[src/rtl/assert_macros.svh]
// Assertion macros for the directory listing parser.
// Included by the top level; no other dependencies.
`ifndef ASSERT_MACROS_SVH
`define ASSERT_MACROS_SVH
`ifndef SYNTH
`define DLEP_ASSERT_IMPLY(label, clk, rst_n, ante, cons, msg) \
    label: assert property (@(posedge clk) disable iff (!rst_n) (ante) |-> (cons)) else $error(msg);
`define DLEP_ASSERT_NEXT(label, clk, rst_n, ante, cons, msg) \
    label: assert property (@(posedge clk) disable iff (!rst_n) (ante) |=> (cons)) else $error(msg);
`else
`define DLEP_ASSERT_IMPLY(label, clk, rst_n, ante, cons, msg)
`define DLEP_ASSERT_NEXT(label, clk, rst_n, ante, cons, msg)
`endif
`endif

[src/rtl/dlep_pkg.sv]
// Shared types, codes and constants of the directory listing parser.
// No dependencies; used by every module of the block.
package dlep_pkg;

    // Buffer and table sizing
    localparam int OFFSET_BITS = 20;
    localparam int MAX_ENTRIES = 4096;
    localparam int CNT_BITS    = $clog2(MAX_ENTRIES + 1);
    localparam int IDX_BITS    = $clog2(MAX_ENTRIES);
    localparam int QUEUE_DEPTH = 4;

    // Result field widths
    localparam int EIDX_BITS = 13;
    localparam int POS_BITS  = 20;
    localparam int LEN_BITS  = 20;
    localparam int BLEN_BITS = 21;

    // Input word kinds
    localparam logic IN_DATA = 1'b0;
    localparam logic IN_END  = 1'b1;

    // Record types
    localparam logic [1:0] REC_ENTRY    = 2'd0;
    localparam logic [1:0] REC_UPDATE   = 2'd1;
    localparam logic [1:0] REC_OVERFLOW = 2'd2;
    localparam logic [1:0] REC_END      = 2'd3;

    // Entry kinds; also select the prefix text
    localparam logic [1:0] KIND_DIR      = 2'd0;
    localparam logic [1:0] KIND_FILE     = 2'd1;
    localparam logic [1:0] KIND_PLAYLIST = 2'd2;
    localparam logic [1:0] KIND_NONE     = 2'd3;

    // Characters
    localparam logic [7:0] CH_NL    = 8'h0a;
    localparam logic [7:0] CH_CR    = 8'h0d;
    localparam logic [7:0] CH_TAB   = 8'h09;
    localparam logic [7:0] CH_SP    = 8'h20;
    localparam logic [7:0] CH_SLASH = 8'h2f;

    // Prefix texts, first character in the top byte
    localparam logic [3:0]  PFX_MAX_LEN   = 4'd10;
    localparam logic [79:0] PFX_TEXT_DIR  = "directory:";
    localparam logic [79:0] PFX_TEXT_FILE = {"file:", 40'h0};
    localparam logic [79:0] PFX_TEXT_PL   = {"playlist:", 8'h0};

    // Record slots of one bundle, in delivery order
    localparam int SLOT_PRIMARY = 0;
    localparam int SLOT_UPD_OLD = 1;
    localparam int SLOT_UPD_END = 2;
    localparam int SLOT_END     = 3;

    // Work handed from the scanner to the record builder
    typedef struct packed {
        logic [3:0]             rec_mask;
        logic                   ovf;
        logic [1:0]             ekind;
        logic [CNT_BITS-1:0]    eidx;
        logic [OFFSET_BITS-1:0] value_start;
        logic [OFFSET_BITS-1:0] value_last;
        logic                   name_cut;
        logic [OFFSET_BITS-1:0] slash_pos;
        logic [OFFSET_BITS-1:0] line_start;
        logic [IDX_BITS-1:0]    p1_idx;
        logic [OFFSET_BITS-1:0] p1_start;
        logic [IDX_BITS-1:0]    p2_idx;
        logic [OFFSET_BITS-1:0] p2_start;
        logic [OFFSET_BITS:0]   end_off;
        logic [CNT_BITS-1:0]    end_count;
    } bundle_t;

    // One result word
    typedef struct packed {
        logic [1:0]           record_type;
        logic [1:0]           entry_kind;
        logic [EIDX_BITS-1:0] entry_index;
        logic [POS_BITS-1:0]  uri_offset;
        logic [LEN_BITS-1:0]  uri_length;
        logic [POS_BITS-1:0]  name_offset;
        logic [LEN_BITS-1:0]  name_length;
        logic [POS_BITS-1:0]  block_start;
        logic [BLEN_BITS-1:0] block_length;
        logic                 last;
    } record_t;

    function automatic logic [3:0] prefix_len(input logic [1:0] which);
        logic [3:0] len;
        unique case (which)
            KIND_DIR:  len = 4'd10;
            KIND_FILE: len = 4'd5;
            default:   len = 4'd9;
        endcase
        return len;
    endfunction

    function automatic logic [7:0] prefix_char(input logic [1:0] which,
                                               input logic [3:0] idx);
        logic [79:0] text;
        logic [3:0]  k;
        unique case (which)
            KIND_DIR:  text = PFX_TEXT_DIR;
            KIND_FILE: text = PFX_TEXT_FILE;
            default:   text = PFX_TEXT_PL;
        endcase
        k = (idx < PFX_MAX_LEN) ? (PFX_MAX_LEN - 4'd1 - idx) : 4'd0;
        return text[{k, 3'b000} +: 8];
    endfunction

endpackage

[src/rtl/dlep_front.sv]
// Byte scanner: tracks line, prefix, value and pending file state and
// emits one bundle for each word that causes records. Uses dlep_pkg.
module dlep_front (
    input  logic              clk,
    input  logic              rst_n,
    input  logic              in_valid,
    input  logic              in_kind,
    input  logic [7:0]        in_byte,
    output logic              bundle_push,
    output dlep_pkg::bundle_t bundle_data
);

    localparam int OB = dlep_pkg::OFFSET_BITS;
    localparam int CB = dlep_pkg::CNT_BITS;
    localparam int IB = dlep_pkg::IDX_BITS;

    logic [OB:0]   byte_offset_reg, byte_offset_next;
    logic [OB-1:0] line_start_reg, line_start_next;
    logic [3:0]    line_pos_reg, line_pos_next;
    logic [2:0]    match_reg, match_next;
    logic [1:0]    line_kind_reg, line_kind_next;
    logic [OB-1:0] value_start_reg, value_start_next;
    logic          value_started_reg, value_started_next;
    logic [OB-1:0] value_last_reg, value_last_next;
    logic          value_nonempty_reg, value_nonempty_next;
    logic [OB-1:0] slash_pos_reg, slash_pos_next;
    logic          slash_seen_reg, slash_seen_next;
    logic          pend_valid_reg, pend_valid_next;
    logic [IB-1:0] pend_index_reg, pend_index_next;
    logic [OB-1:0] pend_start_reg, pend_start_next;
    logic [CB-1:0] entry_count_reg, entry_count_next;
    logic          overflow_reg, overflow_next;

    logic          is_end;
    logic          is_nl;
    logic [OB-1:0] pos;
    logic [OB:0]   offset_inc;
    logic [OB-1:0] pos_after;
    logic          entry_ok;
    logic          at_max;
    logic          do_finish;
    logic          fin_entry;
    logic          fin_ovf;
    logic          pa_valid;
    logic [IB-1:0] pa_index;
    logic [OB-1:0] pa_start;
    logic [CB-1:0] count_after;
    logic          is_blank;
    logic          start_now;
    logic          started;

    // Classify the word and work out what closing the line does
    always_comb
    begin
        is_end     = (in_kind == dlep_pkg::IN_END);
        is_nl      = (in_byte == dlep_pkg::CH_NL);
        pos        = byte_offset_reg[OB] ? {OB{1'b1}} : byte_offset_reg[OB-1:0];
        offset_inc = byte_offset_reg[OB] ? byte_offset_reg
                                         : byte_offset_reg + (OB+1)'(1);
        pos_after  = offset_inc[OB] ? {OB{1'b1}} : offset_inc[OB-1:0];
        entry_ok   = (line_kind_reg != dlep_pkg::KIND_NONE) && value_nonempty_reg;
        at_max     = (entry_count_reg >= CB'(dlep_pkg::MAX_ENTRIES));
        do_finish  = !overflow_reg && (is_end || is_nl);
        fin_entry  = do_finish && entry_ok && !at_max;
        fin_ovf    = do_finish && entry_ok && at_max;

        // Pending file after the line is closed
        pa_valid = pend_valid_reg;
        pa_index = pend_index_reg;
        pa_start = pend_start_reg;
        if (fin_entry)
        begin
            pa_valid = (line_kind_reg == dlep_pkg::KIND_FILE);
            pa_index = entry_count_reg[IB-1:0];
            pa_start = line_start_reg;
        end
        else if (fin_ovf)
        begin
            pa_valid = 1'b0;
        end
        count_after = fin_entry ? entry_count_reg + CB'(1) : entry_count_reg;

        is_blank  = (in_byte == dlep_pkg::CH_SP) || (in_byte == dlep_pkg::CH_TAB);
        start_now = !value_started_reg && !is_blank;
        started   = value_started_reg || start_now;
    end

    // Build the bundle handed to the record builder
    always_comb
    begin
        bundle_data = '0;
        bundle_data.rec_mask[dlep_pkg::SLOT_PRIMARY] = fin_entry || fin_ovf;
        bundle_data.rec_mask[dlep_pkg::SLOT_UPD_OLD] = fin_entry && pend_valid_reg;
        bundle_data.rec_mask[dlep_pkg::SLOT_UPD_END] = is_end && !overflow_reg
                                                       && !fin_ovf && pa_valid;
        bundle_data.rec_mask[dlep_pkg::SLOT_END]     = is_end;
        bundle_data.ovf         = fin_ovf;
        bundle_data.ekind       = line_kind_reg;
        bundle_data.eidx        = entry_count_reg;
        bundle_data.value_start = value_start_reg;
        bundle_data.value_last  = value_last_reg;
        bundle_data.name_cut    = (line_kind_reg != dlep_pkg::KIND_PLAYLIST)
                                  && slash_seen_reg && (slash_pos_reg < value_last_reg);
        bundle_data.slash_pos   = slash_pos_reg;
        bundle_data.line_start  = line_start_reg;
        bundle_data.p1_idx      = pend_index_reg;
        bundle_data.p1_start    = pend_start_reg;
        bundle_data.p2_idx      = pa_index;
        bundle_data.p2_start    = pa_start;
        bundle_data.end_off     = byte_offset_reg;
        bundle_data.end_count   = count_after;
        bundle_push = in_valid && (bundle_data.rec_mask != 4'd0);
    end

    // Advance the parser state on each accepted word
    always_comb
    begin
        byte_offset_next    = byte_offset_reg;
        line_start_next     = line_start_reg;
        line_pos_next       = line_pos_reg;
        match_next          = match_reg;
        line_kind_next      = line_kind_reg;
        value_start_next    = value_start_reg;
        value_started_next  = value_started_reg;
        value_last_next     = value_last_reg;
        value_nonempty_next = value_nonempty_reg;
        slash_pos_next      = slash_pos_reg;
        slash_seen_next     = slash_seen_reg;
        pend_valid_next     = pend_valid_reg;
        pend_index_next     = pend_index_reg;
        pend_start_next     = pend_start_reg;
        entry_count_next    = entry_count_reg;
        overflow_next       = overflow_reg;

        if (in_valid && is_end)
        begin
            // Drop everything, ready for the next buffer
            byte_offset_next    = '0;
            line_start_next     = '0;
            line_pos_next       = '0;
            match_next          = 3'b111;
            line_kind_next      = dlep_pkg::KIND_NONE;
            value_start_next    = '0;
            value_started_next  = 1'b0;
            value_last_next     = '0;
            value_nonempty_next = 1'b0;
            slash_pos_next      = '0;
            slash_seen_next     = 1'b0;
            pend_valid_next     = 1'b0;
            pend_index_next     = '0;
            pend_start_next     = '0;
            entry_count_next    = '0;
            overflow_next       = 1'b0;
        end
        else if (in_valid && !overflow_reg)
        begin
            byte_offset_next = offset_inc;
            if (is_nl)
            begin
                pend_valid_next     = pa_valid;
                pend_index_next     = pa_index;
                pend_start_next     = pa_start;
                entry_count_next    = count_after;
                overflow_next       = fin_ovf;
                line_start_next     = pos_after;
                line_pos_next       = '0;
                match_next          = 3'b111;
                line_kind_next      = dlep_pkg::KIND_NONE;
                value_start_next    = '0;
                value_started_next  = 1'b0;
                value_last_next     = '0;
                value_nonempty_next = 1'b0;
                slash_pos_next      = '0;
                slash_seen_next     = 1'b0;
            end
            else if (line_kind_reg == dlep_pkg::KIND_NONE)
            begin
                // Match the three prefixes side by side
                if ((line_pos_reg < dlep_pkg::PFX_MAX_LEN) && (match_reg != 3'b000))
                begin
                    for (int i = 0; i < 3; i++)
                    begin
                        if (match_reg[i])
                        begin
                            if ((line_pos_reg < dlep_pkg::prefix_len(2'(i)))
                                && (in_byte == dlep_pkg::prefix_char(2'(i), line_pos_reg)))
                            begin
                                if ((line_pos_reg + 4'd1) == dlep_pkg::prefix_len(2'(i)))
                                begin
                                    line_kind_next = 2'(i);
                                end
                            end
                            else
                            begin
                                match_next[i] = 1'b0;
                            end
                        end
                    end
                    line_pos_next = line_pos_reg + 4'd1;
                end
            end
            else
            begin
                // Track the trimmed value and its last slash
                if (start_now)
                begin
                    value_started_next = 1'b1;
                    value_start_next   = pos;
                end
                if (started && !is_blank && (in_byte != dlep_pkg::CH_CR))
                begin
                    value_nonempty_next = 1'b1;
                    value_last_next     = pos;
                    if (in_byte == dlep_pkg::CH_SLASH)
                    begin
                        slash_seen_next = 1'b1;
                        slash_pos_next  = pos;
                    end
                end
            end
        end
    end

    // Hold the parser state
    always_ff @(posedge clk or negedge rst_n)
    begin
        if (!rst_n)
        begin
            byte_offset_reg    <= '0;
            line_start_reg     <= '0;
            line_pos_reg       <= '0;
            match_reg          <= 3'b111;
            line_kind_reg      <= dlep_pkg::KIND_NONE;
            value_start_reg    <= '0;
            value_started_reg  <= 1'b0;
            value_last_reg     <= '0;
            value_nonempty_reg <= 1'b0;
            slash_pos_reg      <= '0;
            slash_seen_reg     <= 1'b0;
            pend_valid_reg     <= 1'b0;
            pend_index_reg     <= '0;
            pend_start_reg     <= '0;
            entry_count_reg    <= '0;
            overflow_reg       <= 1'b0;
        end
        else
        begin
            byte_offset_reg    <= byte_offset_next;
            line_start_reg     <= line_start_next;
            line_pos_reg       <= line_pos_next;
            match_reg          <= match_next;
            line_kind_reg      <= line_kind_next;
            value_start_reg    <= value_start_next;
            value_started_reg  <= value_started_next;
            value_last_reg     <= value_last_next;
            value_nonempty_reg <= value_nonempty_next;
            slash_pos_reg      <= slash_pos_next;
            slash_seen_reg     <= slash_seen_next;
            pend_valid_reg     <= pend_valid_next;
            pend_index_reg     <= pend_index_next;
            pend_start_reg     <= pend_start_next;
            entry_count_reg    <= entry_count_next;
            overflow_reg       <= overflow_next;
        end
    end

endmodule

[src/rtl/dlep_queue.sv]
// Short bundle queue between the scanner and the record builder.
// Uses dlep_pkg for the bundle type and depth.
module dlep_queue (
    input  logic              clk,
    input  logic              rst_n,
    input  logic              wr_en,
    input  dlep_pkg::bundle_t wr_data,
    input  logic              rd_en,
    output dlep_pkg::bundle_t rd_data,
    output logic              full,
    output logic              empty
);

    localparam int DEPTH = dlep_pkg::QUEUE_DEPTH;
    localparam int PW    = $clog2(DEPTH);
    localparam int CW    = $clog2(DEPTH + 1);

    dlep_pkg::bundle_t slot_reg [DEPTH];
    logic [PW-1:0] wr_ptr_reg, wr_ptr_next;
    logic [PW-1:0] rd_ptr_reg, rd_ptr_next;
    logic [CW-1:0] count_reg, count_next;
    logic          do_wr;
    logic          do_rd;

    // Advance pointers and fill count
    always_comb
    begin
        do_wr       = wr_en && !full;
        do_rd       = rd_en && !empty;
        wr_ptr_next = do_wr ? ((wr_ptr_reg == PW'(DEPTH - 1)) ? '0 : wr_ptr_reg + PW'(1))
                            : wr_ptr_reg;
        rd_ptr_next = do_rd ? ((rd_ptr_reg == PW'(DEPTH - 1)) ? '0 : rd_ptr_reg + PW'(1))
                            : rd_ptr_reg;
        count_next  = count_reg;
        if (do_wr && !do_rd)
        begin
            count_next = count_reg + CW'(1);
        end
        else if (do_rd && !do_wr)
        begin
            count_next = count_reg - CW'(1);
        end
    end

    assign full    = (count_reg == CW'(DEPTH));
    assign empty   = (count_reg == '0);
    assign rd_data = slot_reg[rd_ptr_reg];

    always_ff @(posedge clk or negedge rst_n)
    begin
        if (!rst_n)
        begin
            wr_ptr_reg <= '0;
            rd_ptr_reg <= '0;
            count_reg  <= '0;
        end
        else
        begin
            wr_ptr_reg <= wr_ptr_next;
            rd_ptr_reg <= rd_ptr_next;
            count_reg  <= count_next;
        end
    end

    // Store the incoming bundle
    always_ff @(posedge clk)
    begin
        if (do_wr)
        begin
            slot_reg[wr_ptr_reg] <= wr_data;
        end
    end

endmodule

[src/rtl/dlep_back.sv]
// Record builder: expands the head bundle into result words, one a cycle
// while the output is taken, into an output register. Uses dlep_pkg.
module dlep_back (
    input  logic              clk,
    input  logic              rst_n,
    input  dlep_pkg::bundle_t head,
    input  logic              head_empty,
    output logic              head_pop,
    input  logic              out_take,
    output logic              out_valid,
    output dlep_pkg::record_t out_rec
);

    localparam int OB = dlep_pkg::OFFSET_BITS;
    localparam int EW = dlep_pkg::EIDX_BITS;
    localparam int PW = dlep_pkg::POS_BITS;
    localparam int LW = dlep_pkg::LEN_BITS;
    localparam int BW = dlep_pkg::BLEN_BITS;

    logic [3:0]        done_reg, done_next;
    logic              out_valid_reg, out_valid_next;
    dlep_pkg::record_t out_rec_reg;
    dlep_pkg::record_t rec;
    logic [3:0]        remain;
    logic [3:0]        sel;
    logic              last_word;
    logic              load;
    logic [OB:0]       uri_len_w;
    logic [OB-1:0]     name_off_w;
    logic [OB-1:0]     name_len_w;
    logic [OB-1:0]     old_len_w;
    logic [OB:0]       end_len_w;

    // Pick the next record of the head bundle
    always_comb
    begin
        remain    = head.rec_mask & ~done_reg;
        sel       = remain & (~remain + 4'd1);
        last_word = ((remain & ~sel) == 4'd0);
        load      = !head_empty && (!out_valid_reg || out_take);
        head_pop  = load && last_word;
    end

    // Work out lengths and form the record
    always_comb
    begin
        uri_len_w  = {1'b0, head.value_last} + (OB+1)'(1) - {1'b0, head.value_start};
        name_off_w = head.slash_pos + OB'(1);
        name_len_w = head.value_last - head.slash_pos;
        old_len_w  = head.line_start - head.p1_start;
        end_len_w  = head.end_off - {1'b0, head.p2_start};

        rec      = '0;
        rec.last = last_word;
        if (sel[dlep_pkg::SLOT_PRIMARY])
        begin
            rec.entry_index = EW'(head.eidx);
            if (head.ovf)
            begin
                rec.record_type = dlep_pkg::REC_OVERFLOW;
            end
            else
            begin
                rec.record_type = dlep_pkg::REC_ENTRY;
                rec.entry_kind  = head.ekind;
                rec.uri_offset  = PW'(head.value_start);
                rec.uri_length  = LW'(uri_len_w);
                rec.name_offset = head.name_cut ? PW'(name_off_w) : PW'(head.value_start);
                rec.name_length = head.name_cut ? LW'(name_len_w) : LW'(uri_len_w);
                rec.block_start = PW'(head.line_start);
            end
        end
        else if (sel[dlep_pkg::SLOT_UPD_OLD])
        begin
            rec.record_type  = dlep_pkg::REC_UPDATE;
            rec.entry_kind   = dlep_pkg::KIND_FILE;
            rec.entry_index  = EW'(head.p1_idx);
            rec.block_start  = PW'(head.p1_start);
            rec.block_length = BW'(old_len_w);
        end
        else if (sel[dlep_pkg::SLOT_UPD_END])
        begin
            rec.record_type  = dlep_pkg::REC_UPDATE;
            rec.entry_kind   = dlep_pkg::KIND_FILE;
            rec.entry_index  = EW'(head.p2_idx);
            rec.block_start  = PW'(head.p2_start);
            rec.block_length = BW'(end_len_w);
        end
        else
        begin
            rec.record_type = dlep_pkg::REC_END;
            rec.entry_index = EW'(head.end_count);
        end
    end

    // Mark records done and hold the output word until taken
    always_comb
    begin
        done_next      = done_reg;
        out_valid_next = out_valid_reg;
        if (load)
        begin
            out_valid_next = 1'b1;
            done_next      = last_word ? 4'd0 : (done_reg | sel);
        end
        else if (out_take)
        begin
            out_valid_next = 1'b0;
        end
    end

    always_ff @(posedge clk or negedge rst_n)
    begin
        if (!rst_n)
        begin
            done_reg      <= 4'd0;
            out_valid_reg <= 1'b0;
        end
        else
        begin
            done_reg      <= done_next;
            out_valid_reg <= out_valid_next;
        end
    end

    always_ff @(posedge clk)
    begin
        if (load)
        begin
            out_rec_reg <= rec;
        end
    end

    assign out_valid = out_valid_reg;
    assign out_rec   = out_rec_reg;

endmodule

[src/rtl/dir_listing_entry_parser_top.sv]
// Top level of the directory listing parser: scanner, bundle queue and
// record builder. Uses dlep_pkg and assert_macros.svh.
//
//   channel   handshake            payload
//   input     push / full          kind, data_byte
//   result    empty / pop          record_type .. block_length, last
//
// One input word is taken every cycle while full is low.
// A word that closes an entry line or ends the buffer yields one to four
// result words; the record builder drains them one per cycle while the
// result port takes them, through the queue and then its output register. A
// queue of four bundles absorbs bursts; full rises while it holds four.
// Reset is asynchronous and clears all parser state at once. A stalled
// result port holds its word and, once the queue fills, stalls the input.
`include "assert_macros.svh"

module dir_listing_entry_parser_top (
    input  logic        clk,
    input  logic        rst_n,
    input  logic        push,
    output logic        full,
    input  logic        kind,
    input  logic [7:0]  data_byte,
    output logic        empty,
    input  logic        pop,
    output logic [1:0]  record_type,
    output logic [1:0]  entry_kind,
    output logic [12:0] entry_index,
    output logic [19:0] uri_offset,
    output logic [19:0] uri_length,
    output logic [19:0] name_offset,
    output logic [19:0] name_length,
    output logic [19:0] block_start,
    output logic [20:0] block_length,
    output logic        last
);

    logic              in_valid;
    logic              q_push;
    dlep_pkg::bundle_t q_wr;
    dlep_pkg::bundle_t q_head;
    logic              q_full;
    logic              q_empty;
    logic              q_pop;
    logic              out_valid;
    logic              out_take;
    dlep_pkg::record_t out_rec;

    assign full     = q_full;
    assign in_valid = push && !q_full;
    assign empty    = !out_valid;
    assign out_take = pop && out_valid;

    dlep_front u_front (
        .clk         (clk),
        .rst_n       (rst_n),
        .in_valid    (in_valid),
        .in_kind     (kind),
        .in_byte     (data_byte),
        .bundle_push (q_push),
        .bundle_data (q_wr)
    );

    dlep_queue u_queue (
        .clk     (clk),
        .rst_n   (rst_n),
        .wr_en   (q_push),
        .wr_data (q_wr),
        .rd_en   (q_pop),
        .rd_data (q_head),
        .full    (q_full),
        .empty   (q_empty)
    );

    dlep_back u_back (
        .clk        (clk),
        .rst_n      (rst_n),
        .head       (q_head),
        .head_empty (q_empty),
        .head_pop   (q_pop),
        .out_take   (out_take),
        .out_valid  (out_valid),
        .out_rec    (out_rec)
    );

    // Spread the result word over the ports
    assign record_type  = out_rec.record_type;
    assign entry_kind   = out_rec.entry_kind;
    assign entry_index  = out_rec.entry_index;
    assign uri_offset   = out_rec.uri_offset;
    assign uri_length   = out_rec.uri_length;
    assign name_offset  = out_rec.name_offset;
    assign name_length  = out_rec.name_length;
    assign block_start  = out_rec.block_start;
    assign block_length = out_rec.block_length;
    assign last         = out_rec.last;

    // Checks
    `DLEP_ASSERT_IMPLY(a_no_push_when_full, clk, rst_n, q_push, !q_full, "bundle pushed into full queue")
    `DLEP_ASSERT_IMPLY(a_head_has_work, clk, rst_n, !q_empty, q_head.rec_mask != 4'd0, "queued bundle without records")
    `DLEP_ASSERT_IMPLY(a_end_is_last, clk, rst_n, out_valid && (out_rec.record_type == dlep_pkg::REC_END), out_rec.last, "end record not marked last")
    `DLEP_ASSERT_NEXT(a_end_word_clears, clk, rst_n, in_valid && (kind == dlep_pkg::IN_END), !q_empty, "end word left no bundle")

endmodule

[config.mk]
export PLATFORM = sky130hd
export DESIGN_NAME = dir_listing_entry_parser_top
export DESIGN_NICKNAME = d
export VERILOG_FILES = /design/src/rtl/dlep_pkg.sv /design/src/rtl/dlep_front.sv /design/src/rtl/dlep_queue.sv /design/src/rtl/dlep_back.sv /design/src/rtl/dir_listing_entry_parser_top.sv
export VERILOG_INCLUDE_DIRS = /design/src /design/src/rtl
export SDC_FILE = /design/constraint.sdc
export NUM_CORES = 1
export LEC_CHECK = 0
export BUFFER_PORTS_ARGS = -buffer_cell sky130_fd_sc_hd__buf_2
export CORE_MARGIN = 2
export CORE_UTILIZATION = 46
export DETAILED_ROUTE_END_ITERATION = 12
export GPL_TIMING_DRIVEN = 0
export PLACE_DENSITY = 0.67
export SETUP_SLACK_MARGIN = 0.2
export SYNTH_ARGS = -nofsm -noshare
export SYNTH_HDL_FRONTEND = slang
export SYNTH_SLANG_ARGS = --single-unit
[constraint.sdc]
create_clock -name clk -period 21.1 [get_ports clk]
set_input_delay 1.055 -clock clk [delete_from_list [all_inputs] [get_ports clk]]
set_output_delay 1.055 -clock clk [all_outputs]
set_load 0.02 [all_outputs]
# Word level (Yosys, flattened, before mapping)
# Memories as Yosys holds them, arrays and structs flattened.
# Index checks and enable logic that the tools add are counted.
# W data, S select, Z words.
[op_classes] addsub=15 magnitude_cmp=6 n_eq_ne=19 shift=3 muxes=170 bitwise_logic=9 reduce_logical=64
[op_table] operator="$mux W80" count=18
[op_table] operator="$mux W20" count=29
[op_table] operator="$shiftx A80 B8 Y8" count=3
[op_table] operator="$mux W4" count=46
[op_table] operator="$mux W41" count=2
[op_table] operator="$mux W13" count=5
[op_table] operator="$mux W21" count=3
[op_table] operator="$sub A20 B20 Y20" count=3
[op_table] operator="$mux W12" count=4
[op_table] operator="$add A20 B1 Y20 const B" count=2
[op_table] operator="$mux W2" count=19
[op_table] operator="$mux W1" count=35
[op_table] operator="$mux W17" count=2
[op_table] operator="$logic_and A1 B1 Y1" count=29
[op_table] operator="$eq A8 B8 Y1" count=3
[op_table] operator="$add A21 B1 Y21 const B" count=1
[op_table] operator="$mux W3" count=7
[op_table] operator="$sub A21 B20 Y21" count=1
[op_table] operator="$lt A20 B20 Y1" count=1
[op_table] operator="$reduce_bool A3 Y1" count=6
[op_table] operator="$eq A8 B4 Y1 const B" count=2
[op_table] operator="$eq A8 B6 Y1 const B" count=2
[op_table] operator="$add A13 B1 Y13 const B" count=1
[op_table] operator="$ge A13 B13 Y1 const B" count=1
[op_table] operator="29 further kinds" count=61
[totals] regBits=311 ramBits=796 inputBits=13 mem_count=1
[memory_table] name="u_queue.slot_reg" words=4 word_bits=199 rd=1 rd_ports_with_merged_regs=0 wr=1 line="dlep_queue.sv:18" text="dlep_pkg::bundle_t slot_reg [DEPTH];"

# Depth between registers and ports, before layout
[depth] depth_word=32 ltp_mapped=22 mapped_depth_nobuf=15

# By module
# Synthesis repeated with hierarchy kept, for this count alone.
[hier_totals] cells_unflattened=3156 hier_area_um2=49120.9
[by_module_without_submodules] module="dlep_queue" n_inst=1 cells_each=1077 area_per_inst_um2=29359.4 seq_area_each_um2=24078.1
[by_module_without_submodules] module="dlep_back" n_inst=1 cells_each=1099 area_per_inst_um2=10593.9 seq_area_each_um2=4299.1
[by_module_without_submodules] module="dlep_front" n_inst=1 cells_each=977 area_per_inst_um2=9148.8 seq_area_each_um2=4010.1
[by_module_without_submodules] module="dir_listing_entry_parser_top" n_inst=1 cells_each=3 area_per_inst_um2=18.8 seq_area_each_um2=0.0

# Worst setup path after synthesis
# OpenSTA, ideal clock, no wires.
[synth_path] kind="in2reg" from="in pop" to="reg u_queue.count_reg[1]" setup_ns=0.125 arrival_ns=9.669 t_required_ns=20.975 slack_ns=11.306 path_stages=9 n_path_buf=1 path_cell_list="inv_1 -> a21oi_1 -> and2_1 -> buf_2 -> inv_1 -> ha_1 -> inv_1 -> fa_1 -> mux2_2"
[synth_between] elab_chain_cells=8 word_cells_on_any_way=10 classes_between="1 x mux; 9 x reduce/logical"
[synth_rtl] item="start, declared" line="dir_listing_entry_parser_top.sv:25" text="input logic pop,"
[synth_rtl] item="$logic_and A1 B1 Y1" line="dir_listing_entry_parser_top.sv:52" text="assign out_take = pop && out_valid;"
[synth_rtl] item="$logic_or A1 B1 Y1" line="dlep_back.sv:40" text="load = !head_empty && (!out_valid_reg || out_take);"
[synth_rtl] item="$logic_and A1 B1 Y1" line="dlep_back.sv:40"
[synth_rtl] item="via u_back.load" line="dlep_back.sv:27" text="logic load;"
[synth_rtl] item="$logic_and A1 B1 Y1" line="dlep_back.sv:41" text="head_pop = load && last_word;"
[synth_rtl] item="$logic_and A1 B1 Y1" line="dlep_queue.sv:29" text="do_rd = rd_en && !empty;"
[synth_rtl] item="$logic_not A1 Y1" line="dlep_queue.sv:35" text="if (do_wr && !do_rd)"
[synth_rtl] item="$logic_and A1 B1 Y1" line="dlep_queue.sv:35"
[synth_rtl] item="$mux W3" line="dlep_queue.sv:35"
[synth_rtl] item="via u_queue.count_next[1]" line="dlep_queue.sv:21" text="logic [CW-1:0] count_reg, count_next;"
[synth_rtl] item="end signal, assigned" line="dlep_queue.sv:61" text="count_reg <= count_next;"
[synth_rtl] item="end, declared" line="dlep_queue.sv:21"
# The timed path passes the listed nets, and every way through them passes these cells.
# A chain may end at the register's enable or synchronous reset.

# Final worst setup path
[layout_path] from="reg u_queue.rd_ptr_reg[1]" to="reg u_back.out_rec_reg, in the netlist u_back.out_rec[19], data pin"
[layout_between] elab_chain_cells=7 word_cells_on_any_way=9 classes_between="3 x add/sub; 2 x mux; 3 x bitwise; 1 x memory"
[layout_rtl] item="start, declared" line="dlep_queue.sv:20" text="logic [PW-1:0] rd_ptr_reg, rd_ptr_next;"
[layout_rtl] item="start signal, assigned" line="dlep_queue.sv:60" text="rd_ptr_reg <= rd_ptr_next;"
[layout_rtl] item="$mem_v2 Z4 W199 (*)"
[layout_rtl] item="branches (longest 6 deep; another with $sub A21 B20 Y21)"
[layout_rtl] item="end signal, assigned" line="dlep_back.sv:130" text="out_rec_reg <= rec;"
[layout_rtl] item="end, declared" line="dlep_back.sv:22" text="dlep_pkg::record_t out_rec_reg;"
# Mark *: on every way between the ends.

==> reports/results.md <==
| Metric | Value | Unit |
|:---|:---|:---|
| Result of the run | finished clean | - |
| Wire length of the first global-routing pass | 178000 | um |
| Cell count after synthesis | 3114 | - |
| Residual antenna-violating net count after detailed routing | 0 | - |
| Fraction of synthesized cell area taken by the top area cell type | 58.0 | % |
| Count of H-tree levels built during CTS | 3 | - |
| Final Slew Violations | 0 | - |
| Highest net fanout along the worst path | 10 | - |
| Per-cell via count in the routed design | 5.85 | - |
| Post-synthesis cell type with the largest combined area | sky130_fd_sc_hd__edfxtp_1 | - |
| Number of endpoints failing setup at the final stage | 0 | - |
| Worst vdd rail ir drop | 106 | uV |
| Dominant cell by count in the synthesized netlist | sky130_fd_sc_hd__edfxtp_1 | - |
| Endpoint type of the worst setup path | flip-flop | - |
| Fraction of layout cells with a size suffix above 1 | 20.2 | % |
| Largest net degree at the start of global routing | 69 | - |
| Layout Cell Area excl Fill | 55400 | sq um |
| Final Net Count | 3554 | - |
| Filler cell count in the final layout | 8368 | - |
| Buffers inserted during post-CTS setup optimization | 0 | - |
| Cell Area, Synth | 48400 | sq um |
| Worst hold margin | 0.277 | ns |
| 1st-pass router iterations | 8 | - |
| Count of flip-flops with a built-in enable after synthesis | 935 | - |
| Clock tree sinks | 1107 | - |
| Worst hold-check path type | input port to asynchronous set/reset pin | - |
| Power density over the cells | 161 | nW/um^2 |
| Worst Path Class, Setup | flip-flop to flip-flop | - |
| Count of cell types in the netlist | 96 | - |
| Total negative slack for setup checks | 0 | ns |
| Final global-route overflow total | 0 | - |
| Number of standard-cell rows in the floorplan | 118 | - |
| Most frequent cells after synthesis | sky130_fd_sc_hd__edfxtp_1, sky130_fd_sc_hd__nand2_1, sky130_fd_sc_hd__mux4_2 | - |
| Number of vias in the routed layout | 28.5k | - |
| Worst skew pair latency | 0.70 | ns |
| Count of max-cap constraint violations | 0 | - |
| Multi-input logic area | 14700 | sq um |
| Vias in the first global route | 27.7k | - |
| Post-synthesis net count | 3270 | - |
| Area of the die | 108000 | sq um |
| Required arrival time at the worst endpoint | 21.47 | ns |
| Hold Fails Final Rpt | 0 | - |
| Buffers from clock root to sink, at most | 3 | - |
| Number of synthesis warnings | 0 | - |
| Mean post-synth cell area | 15.5 | sq um |
| CTS Root Cell | sky130_fd_sc_hd__clkbuf_16 | - |
| Clk slew on worst S/H paths | 0.06 | ns |
| Post-layout minimum cycle time | 6.89 | ns |
| Post-Route Utilization | 53.3 | % |
| Clock Skews | 0.0175 | ns |
| Count of instances resized after the clock tree is built | 0 | - |
| Initial antenna violation count | 2 | - |
| Clock tree from TritonCTS | yes | - |
| Average routed wire per standard cell | 24.6 | um |
| Final worst path period share | 32.7 | % |
| Post-synthesis sequential element count | 1107 | - |
| 1st-iter DRT viols | 3157 | - |
| I/O Buffers | 147 | - |
| DIE HEIGHT | 328 | um |
| Worst Tran Pin Value | 1.33 | ns |
| Post-CTS Hold Buffers | 0 | - |
| Non-filler instance count after layout | 4878 | - |
| Combined flip-flop and latch cell area | 32400 | sq um |
| Total global routing track utilization | 22.2 | % |
| Final HPWL from detailed placement | 83200 | um |
| Effective utilization at floorplan | 46.5 | % |
| DRC | 0 | - |
| Top_reg_cell synth | sky130_fd_sc_hd__edfxtp_1 | - |
| Core Region | 104000 | sq um |
| Worst rel slew slack | 11.4 | % |
| Max FFs per register | 796 | - |
| Width of the die | 328 | um |
| Kind of start point of the critical path | flip-flop | - |
| Arrival time at the worst endpoint | 7.26 | ns |
| Area growth from synthesis to layout | 14.5 | % |
| Sequential cell area fraction in the yosys report | 67.0 | % |
| Maximum achievable frequency | 145 | MHz |
| Top cells by area, synth | sky130_fd_sc_hd__edfxtp_1, sky130_fd_sc_hd__mux4_2, sky130_fd_sc_hd__dfrtp_1, sky130_fd_sc_hd__ha_1, sky130_fd_sc_hd__nand2_1 | - |
| WL final | 120000 | um |
| Total CTS buffers | 112 | - |
| Placed cell count | 4664 | - |
| Final RePlAce weighted congestion | 0.914 | - |
| Area after detailed placement | 51500 | sq um |
| P_leak | 20.9 | nW |
| Setup repair after global routing missed its margin | false | - |
| Async set or reset register ratio after synthesis | 15.5 | % |
| IO Pins | 154 | - |
| Antenna cells | 0 | - |
## per-stage QoR
step / power [mW] / setup slack [ns]
floorplan: 5.66 / 11.31
global placement: 6.88 / 7.08
detailed placement: 6.84 / 14.37
CTS: 8.95 / 14.32
global route: 9.38 / 14.09
finish: 8.93 / 14.21
## logic make-up (layout without fill, tap and decap cells)
logic type                 count (synthesis)  in the layout  synth area share [%]
buffers and inverters                    305            689                  2.76
xor gates and xnor gates                 111            111                  2.01
muxes                                    246            246                  10.2
and+or+nand+nor                          634            634                  6.28
DFF                                     1107           1107                  67.0
adders and majority gates                144            144                  3.80
AOI/OAI and AO/OA                        567            567                  7.95
## final timing paths
kind / from / end / slack [ns] / cells after the start
setup / recovery: u_queue.rd_ptr_reg[1]$_DFFE_PN0P_ / u_back.out_rec[19]$_SDFFCE_PP0P_ / 14.21 / 18
hold / removal: rst_n / u_front.pend_start_reg[6]$_DFFE_PN0P_ / 0.28 / 1
setup reg to reg: u_queue.rd_ptr_reg[1]$_DFFE_PN0P_ / u_back.out_rec[19]$_SDFFCE_PP0P_ / 14.21 / 18
hold reg to reg: u_front.slash_seen_reg$_DFFE_PN0P_ / u_front.slash_seen_reg$_DFFE_PN0P_ / 0.48 / 2
max in group asynchronous: rst_n / u_front.value_last_reg[10]$_DFFE_PN0P_ / 20.06 / 2
min in group clk: u_front.slash_seen_reg$_DFFE_PN0P_ / u_front.slash_seen_reg$_DFFE_PN0P_ / 0.48 / 2
## layout by cell type (no fill, tap or decap), types with 20 or more instances in the layout
cell,n
sky130_fd_sc_hd__mux4_2,192
sky130_fd_sc_hd__nor3_1,44
sky130_fd_sc_hd__ha_1,138
sky130_fd_sc_hd__inv_1,162
sky130_fd_sc_hd__dfrtp_1,167
sky130_fd_sc_hd__xnor2_1,62
sky130_fd_sc_hd__clkbuf_16,113
sky130_fd_sc_hd__edfxtp_1,935
sky130_fd_sc_hd__a211oi_1,24
sky130_fd_sc_hd__clkinv_2,21
sky130_fd_sc_hd__mux2_2,40
sky130_fd_sc_hd__bufinv_16,21
sky130_fd_sc_hd__buf_4,21
sky130_fd_sc_hd__nand2_1,201
sky130_fd_sc_hd__nand3_1,51
sky130_fd_sc_hd__buf_2,187
sky130_fd_sc_hd__a21o_1,57
sky130_fd_sc_hd__nand2b_1,21
sky130_fd_sc_hd__nor2_1,180
sky130_fd_sc_hd__o21ai_2,22
sky130_fd_sc_hd__and2_1,20
sky130_fd_sc_hd__o21ai_0,143
sky130_fd_sc_hd__a222oi_1,20
sky130_fd_sc_hd__a22oi_1,26
sky130_fd_sc_hd__clkbuf_1,84
sky130_fd_sc_hd__a22o_1,40
sky130_fd_sc_hd__a21oi_1,86
sky130_fd_sc_hd__o21a_1,20
sky130_fd_sc_hd__xor2_1,49
## metal layers
layer  global-route usage, %  vias up  wire length [um]
met5                       0        -                13
met4                    7.43        2              3550
met3                    2.88      191              8040
met2                    35.8     1156             57600
met1                    31.3    14600             50900
li1                        -    12600                 -
## report_power, final
group | leakage, nW | total (mW) | internal, mW | switching, mW
Combinational | 7.57 | 3.89 | 1.44 | 2.45
Clock | 1.92 | 2.10 | 1.26 | 0.839
Sequential | 11.4 | 2.94 | 2.83 | 0.117
Total | 20.9 | 8.93 | 5.53 | 3.41
## layout make-up
class | instances | share of cell area (%)
clock inverter | 76 | 1.75
sequential | 1107 | 58.5
buffer | 142 | 1.31
clock buffer | 138 | 5.35
multi-input combinational | 1702 | 26.5
tap | 1380 | 3.12
timing repair buffer | 170 | 2.43
inverter | 163 | 1.10
## worst max-delay path: stages (launching register included)
cell,delay (ns)
sky130_fd_sc_hd__dfrtp_1,0.65
sky130_fd_sc_hd__buf_4,0.32
sky130_fd_sc_hd__buf_4,0.28
sky130_fd_sc_hd__buf_4,0.26
sky130_fd_sc_hd__buf_4,0.27
sky130_fd_sc_hd__buf_4,0.25
sky130_fd_sc_hd__clkbuf_1,0.88
sky130_fd_sc_hd__mux4_2,0.42
sky130_fd_sc_hd__inv_1,0.06
sky130_fd_sc_hd__ha_1,0.21
sky130_fd_sc_hd__fa_1,0.42
sky130_fd_sc_hd__nor2b_1,0.13
sky130_fd_sc_hd__o21a_1,0.14
sky130_fd_sc_hd__o21ai_0,0.27
sky130_fd_sc_hd__a2111oi_0,0.82
sky130_fd_sc_hd__o21ai_0,0.35
sky130_fd_sc_hd__a21oi_1,0.38
sky130_fd_sc_hd__mux2i_1,0.22
sky130_fd_sc_hd__o211ai_1,0.22
Power figures use the tool's default switching activity.
